$ cat src/hdl/next_present_slot_finder_top_assert.svh
// Assertion macros for the next present slot finder.
`ifndef NEXT_PRESENT_SLOT_FINDER_TOP_ASSERT_SVH
`define NEXT_PRESENT_SLOT_FINDER_TOP_ASSERT_SVH

// Same-cycle implication, sampled on clk, off while in reset.
`define NPS_ASSERT_NOW(lbl, ante, cons, msg) \
	lbl: assert property (@(posedge clk) disable iff (!arst_n) (ante) |-> (cons)) \
		else $error(msg);

// Next-cycle implication, sampled on clk, off while in reset.
`define NPS_ASSERT_NEXT(lbl, ante, cons, msg) \
	lbl: assert property (@(posedge clk) disable iff (!arst_n) (ante) |=> (cons)) \
		else $error(msg);

`endif

$ cat src/hdl/nps_pkg.sv
// Shared constants, types and bit helpers for the next present slot finder.
`default_nettype none

package nps_pkg;

	localparam int unsigned POS_W     = 10;
	localparam int unsigned POS_SLOTS = 1 << POS_W;
	localparam int unsigned OFS_W     = 5;
	localparam int unsigned WORD_BITS = 1 << OFS_W;
	localparam int unsigned WIDX_W    = POS_W - OFS_W;
	localparam int unsigned DEF_SLOTS = 1024;
	localparam int unsigned TDATA_W   = 16;

	localparam logic ACT_QUERY  = 1'b0;
	localparam logic ACT_REMOVE = 1'b1;

	typedef enum logic [2:0] {
		ST_IDLE,
		ST_WRITE,
		ST_EVAL1,
		ST_EVAL2,
		ST_PUSH
	} state_t;

	// Mark the bits of word w whose slot number lies below lim.
	function automatic logic [WORD_BITS-1:0] range_mask(input logic [WIDX_W-1:0] w,
		input int unsigned lim);
		logic [WORD_BITS-1:0] m;
		m = '0;
		for (int b = 0; b < WORD_BITS; b++) begin
			m[b] = (((32'(w) << OFS_W) + 32'(b)) < lim);
		end
		return m;
	endfunction

	// Return the index of the lowest set bit (0 when none is set).
	function automatic logic [OFS_W-1:0] lowest_set_idx(input logic [WORD_BITS-1:0] v);
		logic [WORD_BITS-1:0] oh;
		logic [OFS_W-1:0]     idx;
		oh  = v & (~v + {{(WORD_BITS-1){1'b0}}, 1'b1});
		idx = '0;
		for (int i = 0; i < WORD_BITS; i++) begin
			if (oh[i]) begin
				idx = idx | OFS_W'(i);
			end
		end
		return idx;
	endfunction

endpackage

`default_nettype wire

$ cat src/hdl/nps_map.sv
// Removed-slot bitmap: word memory with per-word valid and full summary bits.
`default_nettype none

module nps_map #(
	parameter int unsigned SLOTS = nps_pkg::DEF_SLOTS,
	localparam int unsigned LIM = (SLOTS < nps_pkg::POS_SLOTS) ? SLOTS : nps_pkg::POS_SLOTS,
	localparam int unsigned WORDS = (LIM + nps_pkg::WORD_BITS - 1) / nps_pkg::WORD_BITS,
	localparam int unsigned WW = (WORDS > 1) ? $clog2(WORDS) : 1,
	localparam int unsigned DEPTH = 1 << WW
) (
	input  wire logic                           clk,
	input  wire logic                           arst_n,
	input  wire logic [WW-1:0]                  rd_addr,
	output logic      [nps_pkg::WORD_BITS-1:0]  rd_word,
	input  wire logic                           wr_en,
	input  wire logic [WW-1:0]                  wr_addr,
	input  wire logic [nps_pkg::WORD_BITS-1:0]  wr_data,
	output logic      [DEPTH-1:0]               full
);
	import nps_pkg::*;

	logic [WORD_BITS-1:0] mem [DEPTH];
	logic [WORD_BITS-1:0] rd_raw_q;
	logic                 rd_vld_q;
	logic [DEPTH-1:0]     valid_q;
	logic [DEPTH-1:0]     full_q;

	// Read and write the word array
	always_ff @(posedge clk) begin
		rd_raw_q <= mem[rd_addr];
		if (wr_en) begin
			mem[wr_addr] <= wr_data;
		end
	end

	// Track written words and words with every in-range slot removed
	always_ff @(posedge clk or negedge arst_n) begin
		if (!arst_n) begin
			valid_q  <= '0;
			full_q   <= '0;
			rd_vld_q <= 1'b0;
		end else begin
			rd_vld_q <= valid_q[rd_addr];
			if (wr_en) begin
				valid_q[wr_addr] <= 1'b1;
				full_q[wr_addr]  <= &(wr_data | ~range_mask(WIDX_W'(wr_addr), LIM));
			end
		end
	end

	// A never-written word reads as all present
	assign rd_word = rd_vld_q ? rd_raw_q : '0;
	assign full    = full_q;

endmodule

`default_nettype wire

$ cat src/hdl/next_present_slot_finder_top.sv
// Top level of the next present slot finder: request control and result output.
//
// Usage:
//   s_axis carries requests: tuser = action (0 query, 1 remove), tdata[9:0] =
//   position. m_axis carries one result per query: tuser = found, tdata[9:0] =
//   next present position (0 when not found). Removes give no result.
//   The set lives in a bitmap of 32-bit words in a registered-read memory,
//   with a flip-flop summary marking words whose slots are all removed.
//   One request is worked at a time. A remove reads the word, then writes it
//   back in ST_WRITE. A query whose start word holds the answer, or that finds
//   no candidate word, raises m_axis_tvalid with the result from ST_EVAL1;
//   one that must move to a later word takes a second memory read and raises
//   it from ST_EVAL2. s_axis_tready returns as the result is loaded, so the next
//   request is taken at the following edge.
//   Requests thus pass at a pace set by the read-modify or read-search of the
//   single memory read port.
//   Reset clears the per-word valid bits and the summary at once, so every slot
//   reads as present with no clearing pass. A stalled receiver holds the result
//   in the output register; removes keep flowing until a finished query must
//   wait in a holding register for it to free up, which blocks new requests.
`default_nettype none

module next_present_slot_finder_top #(
	parameter int unsigned SLOTS = nps_pkg::DEF_SLOTS
) (
	input  wire logic                        clk,
	input  wire logic                        arst_n,
	input  wire logic                        s_axis_tvalid,
	output logic                             s_axis_tready,
	// [9:0] position, [15:10] zero
	input  wire logic [nps_pkg::TDATA_W-1:0] s_axis_tdata,
	// [0] action
	input  wire logic                        s_axis_tuser,
	output logic                             m_axis_tvalid,
	input  wire logic                        m_axis_tready,
	// [9:0] next_position, [15:10] zero
	output logic      [nps_pkg::TDATA_W-1:0] m_axis_tdata,
	// [0] found
	output logic                             m_axis_tuser
);
	import nps_pkg::*;

	localparam int unsigned LIM   = (SLOTS < POS_SLOTS) ? SLOTS : POS_SLOTS;
	localparam int unsigned WORDS = (LIM + WORD_BITS - 1) / WORD_BITS;
	localparam int unsigned WW    = (WORDS > 1) ? $clog2(WORDS) : 1;
	localparam int unsigned DEPTH = 1 << WW;

	state_t               state_q, state_d;
	logic [WW-1:0]        cur_word_q;
	logic [OFS_W-1:0]     cur_ofs_q;
	logic                 in_rng_q;
	logic [WW-1:0]        nxt_word_q;
	logic                 res_found_q;
	logic [POS_W-1:0]     res_pos_q;
	logic                 m_valid_q;
	logic                 m_found_q;
	logic [POS_W-1:0]     m_pos_q;

	logic [POS_W-1:0]     pos_in;
	logic                 accept;
	logic [WW-1:0]        rd_addr;
	logic [WORD_BITS-1:0] rd_word;
	logic                 wr_en;
	logic [WORD_BITS-1:0] wr_data;
	logic [DEPTH-1:0]     full;
	logic [WORD_BITS-1:0] below;
	logic [WORD_BITS-1:0] cand1;
	logic [WORD_BITS-1:0] cand2;
	logic                 hit1;
	logic [DEPTH-1:0]     nf;
	logic                 has_nf;
	logic [WW-1:0]        nxt_word;
	logic                 emit;
	logic                 emit_go;
	logic                 out_free;
	logic                 res_found;
	logic [POS_W-1:0]     res_pos;

	assign pos_in   = s_axis_tdata[POS_W-1:0];
	assign accept   = s_axis_tvalid && s_axis_tready;
	assign out_free = !m_valid_q || m_axis_tready;

	nps_map #(
		.SLOTS(SLOTS)
	) u_map (
		.clk    (clk),
		.arst_n (arst_n),
		.rd_addr(rd_addr),
		.rd_word(rd_word),
		.wr_en  (wr_en),
		.wr_addr(cur_word_q),
		.wr_data(wr_data),
		.full   (full)
	);

	// Search the start word at and above the start offset
	assign below = ({{(WORD_BITS-1){1'b0}}, 1'b1} << cur_ofs_q) - {{(WORD_BITS-1){1'b0}}, 1'b1};
	assign cand1 = ~rd_word & range_mask(WIDX_W'(cur_word_q), LIM) & ~below;
	assign hit1  = in_rng_q && (cand1 != '0);

	// Find the first later word that still has a present slot
	always_comb begin
		for (int i = 0; i < DEPTH; i++) begin
			nf[i] = !full[i] && (32'(i) > 32'(cur_word_q)) && (32'(i) < WORDS);
		end
	end
	assign has_nf   = in_rng_q && (nf != '0);
	assign nxt_word = WW'(lowest_set_idx(WORD_BITS'(nf)));

	// Search the later word, which always holds a present slot
	assign cand2 = ~rd_word & range_mask(WIDX_W'(nxt_word_q), LIM);

	// Drive memory access and result selection
	always_comb begin
		rd_addr   = cur_word_q;
		wr_en     = 1'b0;
		wr_data   = rd_word | ({{(WORD_BITS-1){1'b0}}, 1'b1} << cur_ofs_q);
		emit      = 1'b0;
		res_found = 1'b0;
		res_pos   = '0;
		case (state_q)
			ST_IDLE: begin
				rd_addr = pos_in[OFS_W +: WW];
			end
			ST_WRITE: begin
				wr_en = in_rng_q;
			end
			ST_EVAL1: begin
				rd_addr = nxt_word;
				if (hit1) begin
					emit      = 1'b1;
					res_found = 1'b1;
					res_pos   = POS_W'({cur_word_q, lowest_set_idx(cand1)});
				end else if (!has_nf) begin
					emit = 1'b1;
				end
			end
			ST_EVAL2: begin
				emit      = 1'b1;
				res_found = 1'b1;
				res_pos   = POS_W'({nxt_word_q, lowest_set_idx(cand2)});
			end
			ST_PUSH: begin
				emit      = 1'b1;
				res_found = res_found_q;
				res_pos   = res_pos_q;
			end
			default: begin
				rd_addr = cur_word_q;
			end
		endcase
	end

	assign emit_go = emit && out_free;

	// Advance the sequencer
	always_comb begin
		state_d = state_q;
		case (state_q)
			ST_IDLE: begin
				if (accept) begin
					state_d = (s_axis_tuser == ACT_REMOVE) ? ST_WRITE : ST_EVAL1;
				end
			end
			ST_WRITE: begin
				state_d = ST_IDLE;
			end
			ST_EVAL1: begin
				if (emit) begin
					state_d = emit_go ? ST_IDLE : ST_PUSH;
				end else begin
					state_d = ST_EVAL2;
				end
			end
			ST_EVAL2: begin
				state_d = emit_go ? ST_IDLE : ST_PUSH;
			end
			ST_PUSH: begin
				if (emit_go) begin
					state_d = ST_IDLE;
				end
			end
			default: begin
				state_d = ST_IDLE;
			end
		endcase
	end

	assign s_axis_tready = (state_q == ST_IDLE);

	// Hold sequencer state and the output valid flag
	always_ff @(posedge clk or negedge arst_n) begin
		if (!arst_n) begin
			state_q   <= ST_IDLE;
			m_valid_q <= 1'b0;
		end else begin
			state_q <= state_d;
			if (emit_go) begin
				m_valid_q <= 1'b1;
			end else if (m_axis_tready) begin
				m_valid_q <= 1'b0;
			end
		end
	end

	// Capture request fields, the pending result and the output payload
	always_ff @(posedge clk) begin
		if (accept) begin
			cur_word_q <= pos_in[OFS_W +: WW];
			cur_ofs_q  <= pos_in[OFS_W-1:0];
			in_rng_q   <= (32'(pos_in) < LIM);
		end
		if (state_q == ST_EVAL1) begin
			nxt_word_q <= nxt_word;
		end
		if (emit && !out_free) begin
			res_found_q <= res_found;
			res_pos_q   <= res_pos;
		end
		if (emit_go) begin
			m_found_q <= res_found;
			m_pos_q   <= res_pos;
		end
	end

	assign m_axis_tvalid = m_valid_q;
	assign m_axis_tuser  = m_found_q;
	assign m_axis_tdata  = TDATA_W'(m_pos_q);

`include "next_present_slot_finder_top_assert.svh"

	`NPS_ASSERT_NOW(a_found_in_range, m_axis_tvalid && m_axis_tuser, 32'(m_axis_tdata[POS_W-1:0]) < LIM, "found position beyond slot range")
	`NPS_ASSERT_NOW(a_miss_zero, m_axis_tvalid && !m_axis_tuser, m_axis_tdata == '0, "not-found result carries nonzero position")
	`NPS_ASSERT_NOW(a_later_word_free, state_q == ST_EVAL2, cand2 != '0, "summary pointed at a word with no present slot")
	`NPS_ASSERT_NEXT(a_query_eval, accept && (s_axis_tuser == ACT_QUERY), state_q == ST_EVAL1, "accepted query did not start its search")

endmodule

`default_nettype wire

$ cat config.mk
export PLATFORM = sky130hd
export DESIGN_NAME = next_present_slot_finder_top
export DESIGN_NICKNAME = d
export VERILOG_FILES = /design/src/hdl/nps_pkg.sv /design/src/hdl/nps_map.sv /design/src/hdl/next_present_slot_finder_top.sv
export VERILOG_INCLUDE_DIRS = /design/src /design/src/hdl
export SDC_FILE = /design/constraint.sdc
export NUM_CORES = 2
export LEC_CHECK = 0
export ABC_CLOCK_PERIOD_IN_PS = 4700
export BUFFER_PORTS_ARGS = -buffer_cell sky130_fd_sc_hd__buf_4
export CORE_MARGIN = 4
export CORE_UTILIZATION = 30
export CTS_CLUSTER_SIZE = 28
export DETAILED_ROUTE_END_ITERATION = 10
export SYNTH_ARGS = -nofsm -noshare
export SYNTH_HDL_FRONTEND = slang
export SYNTH_SLANG_ARGS = --single-unit
$ cat constraint.sdc
create_clock -name clk -period 4.7 [get_ports clk]
set_input_delay 0.47 -clock clk [delete_from_list [all_inputs] [get_ports clk]]
set_output_delay 0.47 -clock clk [all_outputs]
set_load 0.02 [all_outputs]
; ---- After elaboration in Yosys (flattened, before gate mapping)
; Memories as Yosys holds them, arrays and structs flattened. A register that Yosys moved wholly into a read port is not among the register bits.
; Index checks and enable logic that the tools add are counted.
[word_totals]
register_bits = 106
mem_bits_rw = 1024
inputBits = 21
out_inout_bits = 19
elab_cells = 498
n_memories = 1
[classes]
add_sub_neg = 66
magnitude_cmp = 98
eq_ne = 6
n_shift = 1
n_mux = 223
bitwise = 15
reduce_logical = 76
[mem_list]
columns = name, words, width, read_ports, rd_ports_with_merged_regs, write_ports, line
row1 = u_map.mem, 32, 32, 1, 1, 1, nps_map.sv:22  ; logic [WORD_BITS-1:0] mem [DEPTH];
[ops]
columns = op, count
row1 = "less-than comparator 32 x 11 -> 1 bit, second input constant", 26
row2 = two-way mux 5 bit, 144
row3 = "less-than comparator 11 bit, second input constant", 36
row4 = "adder 10 x 5 -> 11 bit, second input constant", 32
row5 = AND 32 bit, 6
row6 = inverter 32 bit, 6
row7 = "adder 10 x 4 -> 11 bit, second input constant", 16
row8 = "adder 32 x 1 -> 32 bit, second input constant", 3
row9 = two-way mux 4 bit, 24
row10 = OR 32 bit, 3
row11 = "adder 10 x 3 -> 11 bit, second input constant", 8
row12 = "> comparator 5 bit, first input constant", 16
row13 = nonzero test 32 bit, 2
row14 = two-way mux 3 bit, 19
row15 = "adder 10 x 2 -> 11 bit, second input constant", 4
row16 = "> comparator 4 x 5 -> 1 bit, first input constant", 8
row17 = logical AND 1 bit, 35
row18 = zero test 1 bit, 33
row19 = bitwise mux 32 bit, 1
row20 = two-way mux 32 bit, 1
row21 = AND reduction 32 bit, 1
row22 = "left shift 1 x 5 -> 32 bit, first input constant", 1
row23 = "subtractor 32 x 1 -> 32 bit, second input constant", 1
row24 = case mux 10 bit (3 select lines), 1
row25 = other kinds (26), 58

; ---- Logic depth before layout (Yosys ltp)
[logic_depth]
word_depth = 103
ltp_mapped = 18
mapped_depth_nobuf = 15

; ---- Hierarchy
; A second synthesis with hierarchy kept.
[hier_totals]
cells_unflattened = 3110
hier_area_um2 = 48019.8
[modules_own_cells]
columns = module, instances, cells_per_inst, area_per_inst_um2, seq_area_each_um2
row1 = nps_map, 1, 2477, 43332.8, 33016.7
row2 = next_present_slot_finder_top, 1, 633, 4687.0, 1211.2

; ---- Worst setup path before layout
; OpenSTA, ideal clock, no wires.
[synth_path]
kind = register to register
startpoint = reg cur_ofs_q[2]
endpoint = reg res_found_q (enable)
setup_time_ns = 0.305
arrival_ns = 3.940
t_required_ns = 4.395
path_slack_ns = 0.455
path_stages_with_launch = 17
path_buffers = 3
period_less_slack_ns = 4.245
cell_sequence = edfxtp_1 > clkbuf_1 > clkbuf_1 > nand2b_1 > or2_2 > ha_1 > clkbuf_1 > or3_1 > a31oi_1 > nand2_1 > or3_4 > nor3_4 > nand4_2 > nor3_4 > nand4_1 > o31ai_1 > nor2_1
[synth_via]
elab_chain_cells = 9
[synth_rtl]
columns = item, line
row1 = from (decl), next_present_slot_finder_top.sv:50  ; logic [OFS_W-1:0] cur_ofs_q;
row2 = from (signal assigned), next_present_slot_finder_top.sv:210  ; cur_ofs_q <= pos_in[OFS_W-1:0];
row3 = left shift 1 x 5 -> 32 bit, next_present_slot_finder_top.sv:97  ; assign below = ({{(WORD_BITS-1){1'b0}}, 1'b1} << cur_ofs_q) - {{(WORD_BITS-1){1'b0}}, 1'b1};
row4 = subtractor 32 x 1 -> 32 bit, next_present_slot_finder_top.sv:97
row5 = inverter 32 bit, next_present_slot_finder_top.sv:98  ; assign cand1 = ~rd_word & range_mask(WIDX_W'(cur_word_q), LIM) & ~below;
row6 = AND 32 bit, next_present_slot_finder_top.sv:98
row7 = nonzero test 32 bit, next_present_slot_finder_top.sv:99  ; assign hit1 = in_rng_q && (cand1 != '0);
row8 = two-way mux 1 bit, next_present_slot_finder_top.sv:130  ; if (hit1) begin
row9 = two-way mux 1 bit, next_present_slot_finder_top.sv:121  ; case (state_q)
row10 = case mux 1 bit (2 select lines), next_present_slot_finder_top.sv:121
row11 = logical AND 1 bit, next_present_slot_finder_top.sv:216  ; if (emit && !out_free) begin
row12 = to (signal assigned), next_present_slot_finder_top.sv:217  ; res_found_q <= res_found;
row13 = to (decl), next_present_slot_finder_top.sv:53  ; logic res_found_q;
; No other way between the ends. The select of a mux whose other input is x is not followed.
; A chain may end at the register's enable or synchronous reset.

; ---- Worst setup path in the final report
[layout_path]
startpoint = reg cur_ofs_q[4]
endpoint = reg m_pos_q[5], data pin
[layout_via]
elab_chain_cells = 8
[layout_rtl]
columns = item, line
row1 = left shift 1 x 5 -> 32 bit, next_present_slot_finder_top.sv:97
row2 = subtractor 32 x 1 -> 32 bit, next_present_slot_finder_top.sv:97
row3 = inverter 32 bit, next_present_slot_finder_top.sv:98
row4 = AND 32 bit, next_present_slot_finder_top.sv:98
row5 = nonzero test 32 bit, next_present_slot_finder_top.sv:99
row6 = two-way mux 10 bit, next_present_slot_finder_top.sv:130
row7 = two-way mux 10 bit, next_present_slot_finder_top.sv:121
row8 = case mux 10 bit (3 select lines), next_present_slot_finder_top.sv:121
row9 = via res_pos[5], next_present_slot_finder_top.sv:77  ; logic [POS_W-1:0] res_pos;
row10 = to (signal assigned), next_present_slot_finder_top.sv:222  ; m_pos_q <= res_pos;
row11 = to (decl), next_present_slot_finder_top.sv:57  ; logic [POS_W-1:0] m_pos_q;
; The timed path passes the listed nets, and every way through them passes these cells. The select of a mux whose other input is x is not followed.

==> impl_metrics.json <==
{
  "worstMarginPinSlew_ns": 1.31,
  "multi_input_area_um2": 13300,
  "yosysSeqAreaShare": 0.707,
  "fin_area_um2": 56200,
  "hold_violations": 0,
  "fin_crit_sh": 0.939,
  "cp_max_fo": 16,
  "status": "finished clean",
  "core_um2": 160000,
  "drv_cap": 0,
  "yosysMostFrequentCell": "edfxtp_1",
  "synth_area_leader_cell": "edfxtp_1",
  "crit_required_ns": 5.11,
  "die_x_um": 410,
  "reg2reg_slack_ns": 0.29,
  "dp_hpwl_um": 84100,
  "vias_per_cell": 5.21,
  "synth_adder_area_share": 0.000258,
  "htreeDepth": 3,
  "clkSinkCount": 1161,
  "overflow": 0,
  "cts_tree": "done",
  "die_area_um2": 168000,
  "synth_top_family_by_area": "simple AND/OR/NAND/NOR gates",
  "hold_start": "s_axis_tuser",
  "yosys_warnings": 0,
  "wl_um": 145000,
  "power_density_nw_per_um2": 445,
  "path_class": "flip-flop to flip-flop",
  "port_buffers": 27,
  "cp_slowest_cell": "or3_1",
  "fmax_mhz": 227,
  "finalClockSkew_ns": 0.0414,
  "p_leak_uw": 0.0199,
  "synthSimpleGateAreaFrac": 0.113,
  "cts.clk_slew.worst_paths_ns": 0.06,
  "layout.nets": 3656,
  "grt_pass1_wl_um": 209000,
  "cpLargestDelayFamily": "simple AND/OR/NAND/NOR gates",
  "worstRegToRegCells": 15,
  "r2r-end": "m_pos_q[5]",
  "synth_top_area_frac": 0.658,
  "synth_cell_types": 94,
  "cts_inserted_buffers": 118,
  "critPathBufInv": 2,
  "syn-instance-count": 3512,
  "yosys.area_share.xor_xnor": 0,
  "synth-edff-count": 1061,
  "async_reset_ff_frac": 0.0586,
  "ys_ff_latch": 1161,
  "p_int_uw": 18200,
  "p_clk_frac": 0.353,
  "drtPass1Iterations": 6,
  "grt_max_degree": 98,
  "drc": 0,
  "drtIter0Drc": 3373,
  "ys_top_cells_by_area": "edfxtp_1 (66%), mux2i_1 (7.7%), nand2_1 (5.5%)",
  "min_to": "state_q[0]",
  "die_y_um": 410,
  "crit_arrival_ns": 4.82,
  "p_total_uw": 25000,
  "initial_core_util": 0.302,
  "hold_slack_ns": 0.105,
  "synth_top_flop_cell": "edfxtp_1",
  "io_pins": 40,
  "finalSetupViolations": 0,
  "synth_compound_area_frac": 0.0775,
  "clockBufferDepth": 3,
  "gp_congestion": 0.922,
  "regArea_um2": 34200,
  "critical_path.startpoint": "cur_ofs_q[4]",
  "netlist_area_um2": 48400,
  "ir_drop_v": 0.000330,
  "grt_pass1_vias": 29255,
  "n_fill_cell": 15482,
  "timing.final.crit_period_ns": 4.41,
  "slowest_delay_ns": 0.49,
  "diodes": 0,
  "cp_cell_sequence": "or3_1 > or2_2 > ha_1 > buf_4 > nor4_1 > o21ai_0 > a21oi_1 > o211ai_1 > or2_2 > nor3_4 > nand4_2 > nor3_4 > a21oi_2 > a222oi_1 > inv_1",
  "synth_area_per_cell_um2": 13.8,
  "hold_path_class": "primary input to flip-flop",
  "drv_slew": 0,
  "cp-end-kind": "flip-flop",
  "layout-drive-gt1-share": 0.133,
  "rows": 147,
  "grt_antenna_before_repair": 1,
  "seqPwrFrac": 0.496,
  "muxShareOfSynthArea": 0.0774,
  "synthTopCellsByCount": "edfxtp_1 (1061), nand2_1 (706), mux2i_1 (372), a31oi_1 (118), and3_1 (109)",
  "combPwrFrac": 0.151,
  "cts-root-buf": "clkbuf_16",
  "cp-start-kind": "flip-flop",
  "hold_depth": 3,
  "placed_area_um2": 52500,
  "power.switching_uw": 6850,
  "wl_per_cell_um": 24.7,
  "swShare": 0.273,
  "area_growth_pct": 16.1,
  "r2r_start": "cur_ofs_q[4]",
  "slew_headroom": 0.125,
  "grt_use_total": 0.168,
  "vias": 30704,
  "clk_latency_ns": 0.71,
  "drtAntennaViolNets": 0,
  "rsz0062_at_grt": "true"
}
power groups by stage:
stage | sequential [uW] | clock (uW) | combinational, uW
floorplan | 12400 | 0 | 2400
global placement | 12600 | 0 | 3710
detailed placement | 12600 | 0 | 3750
CTS | 12400 | 8980 | 3770
global route | 12400 | 9420 | 4090
finish | 12400 | 8830 | 3790
cells in the final DEF (no fill, tap or decap), types with 41 or more instances in the layout:
master     count
nand2_1      705
clkbuf_16    118
nand4_1       46
nand3_1      103
dfrtp_1       67
edfxtp_1    1061
clkbuf_1      48
and3_1       108
a21oi_1       41
o21ai_0       73
mux2i_1      372
buf_4        155
buf_12        44
a31oi_1      118
a22oi_1       72
per-stage QoR:
stage	worst slack, ns	setup TNS (ns)	util	cells
2_1_floorplan	0.455	0	-	3517
3_3_place_gp	0.182	0	0.327	5662
3_5_place_dp	0.155	0	0.327	5662
4_1_cts	0.0944	0	0.350	5895
5_1_grt	-0.0207	-0.461	0.351	5896
6_report	0.285	0	0.351	5896
kinds of logic (layout without fill, tap and decap cells):
group	after synthesis	after routing
other cells	1	6
flops	1161	1161
compound gates	526	526
mux	374	374
fa+ha+maj	1	1
simple gates	1186	1186
buf+inv	263	482
state kept, by name, indices dropped and copies added, names as in the netlist, 3 cells and up:
name and count:
cur_ofs_q 5, m_pos_q 10, u_map.full 31, u_map.mem 1024, u_map.valid_q 32, state_q 3, res_pos_q 10, nxt_word_q 5
u_map.rd_raw_q 32, cur_word_q 5
worst max path at each step:
stage	end	slack [ns]	cells past startpoint
final	m_pos_q[5]	0.29	15
after global routing	m_pos_q[3]	-0.02	15
after CTS	res_pos_q[3]	0.09	16
after detailed placement	res_pos_q[2]	0.16	16
after global placement	res_pos_q[4]	0.18	16
after floorplan	res_found_q	0.46	16
cell type report:
| type | instances | share of cell area |
|---|---|---|
| multi-input cells | 2093 | 0.237 |
| repair buffers | 210 | 0.0383 |
| flip-flops and latches | 1161 | 0.608 |
| clock inverters | 48 | 0.00665 |
| clock buffers | 174 | 0.0577 |
| well taps | 2160 | 0.0481 |
| inverters | 50 | 0.00334 |
routing by layer:
layer  vias to the layer above  global-route usage  part of all wire
met1                     15587               0.242              0.44
met2                      1334               0.264              0.46
met5                         -                   0                 0
li1                      13596                   -                 -
met4                         0              0.0430             0.025
met3                       187              0.0259             0.079
worst min-delay path, stage by stage:
cell,delay [ns]
buf_4,0.13
nand3_1,0.09
a21oi_1,0.07
what timing repair did:
action / in CTS / in global routing
hold buffers: 11 / 0
buffers inserted: 0 / 1
resized for setup: 0 / 6
setup endpoints to repair: 0 / 44
hold endpoints to repair: 78 / 0
Power figures use the tool's default switching activity.
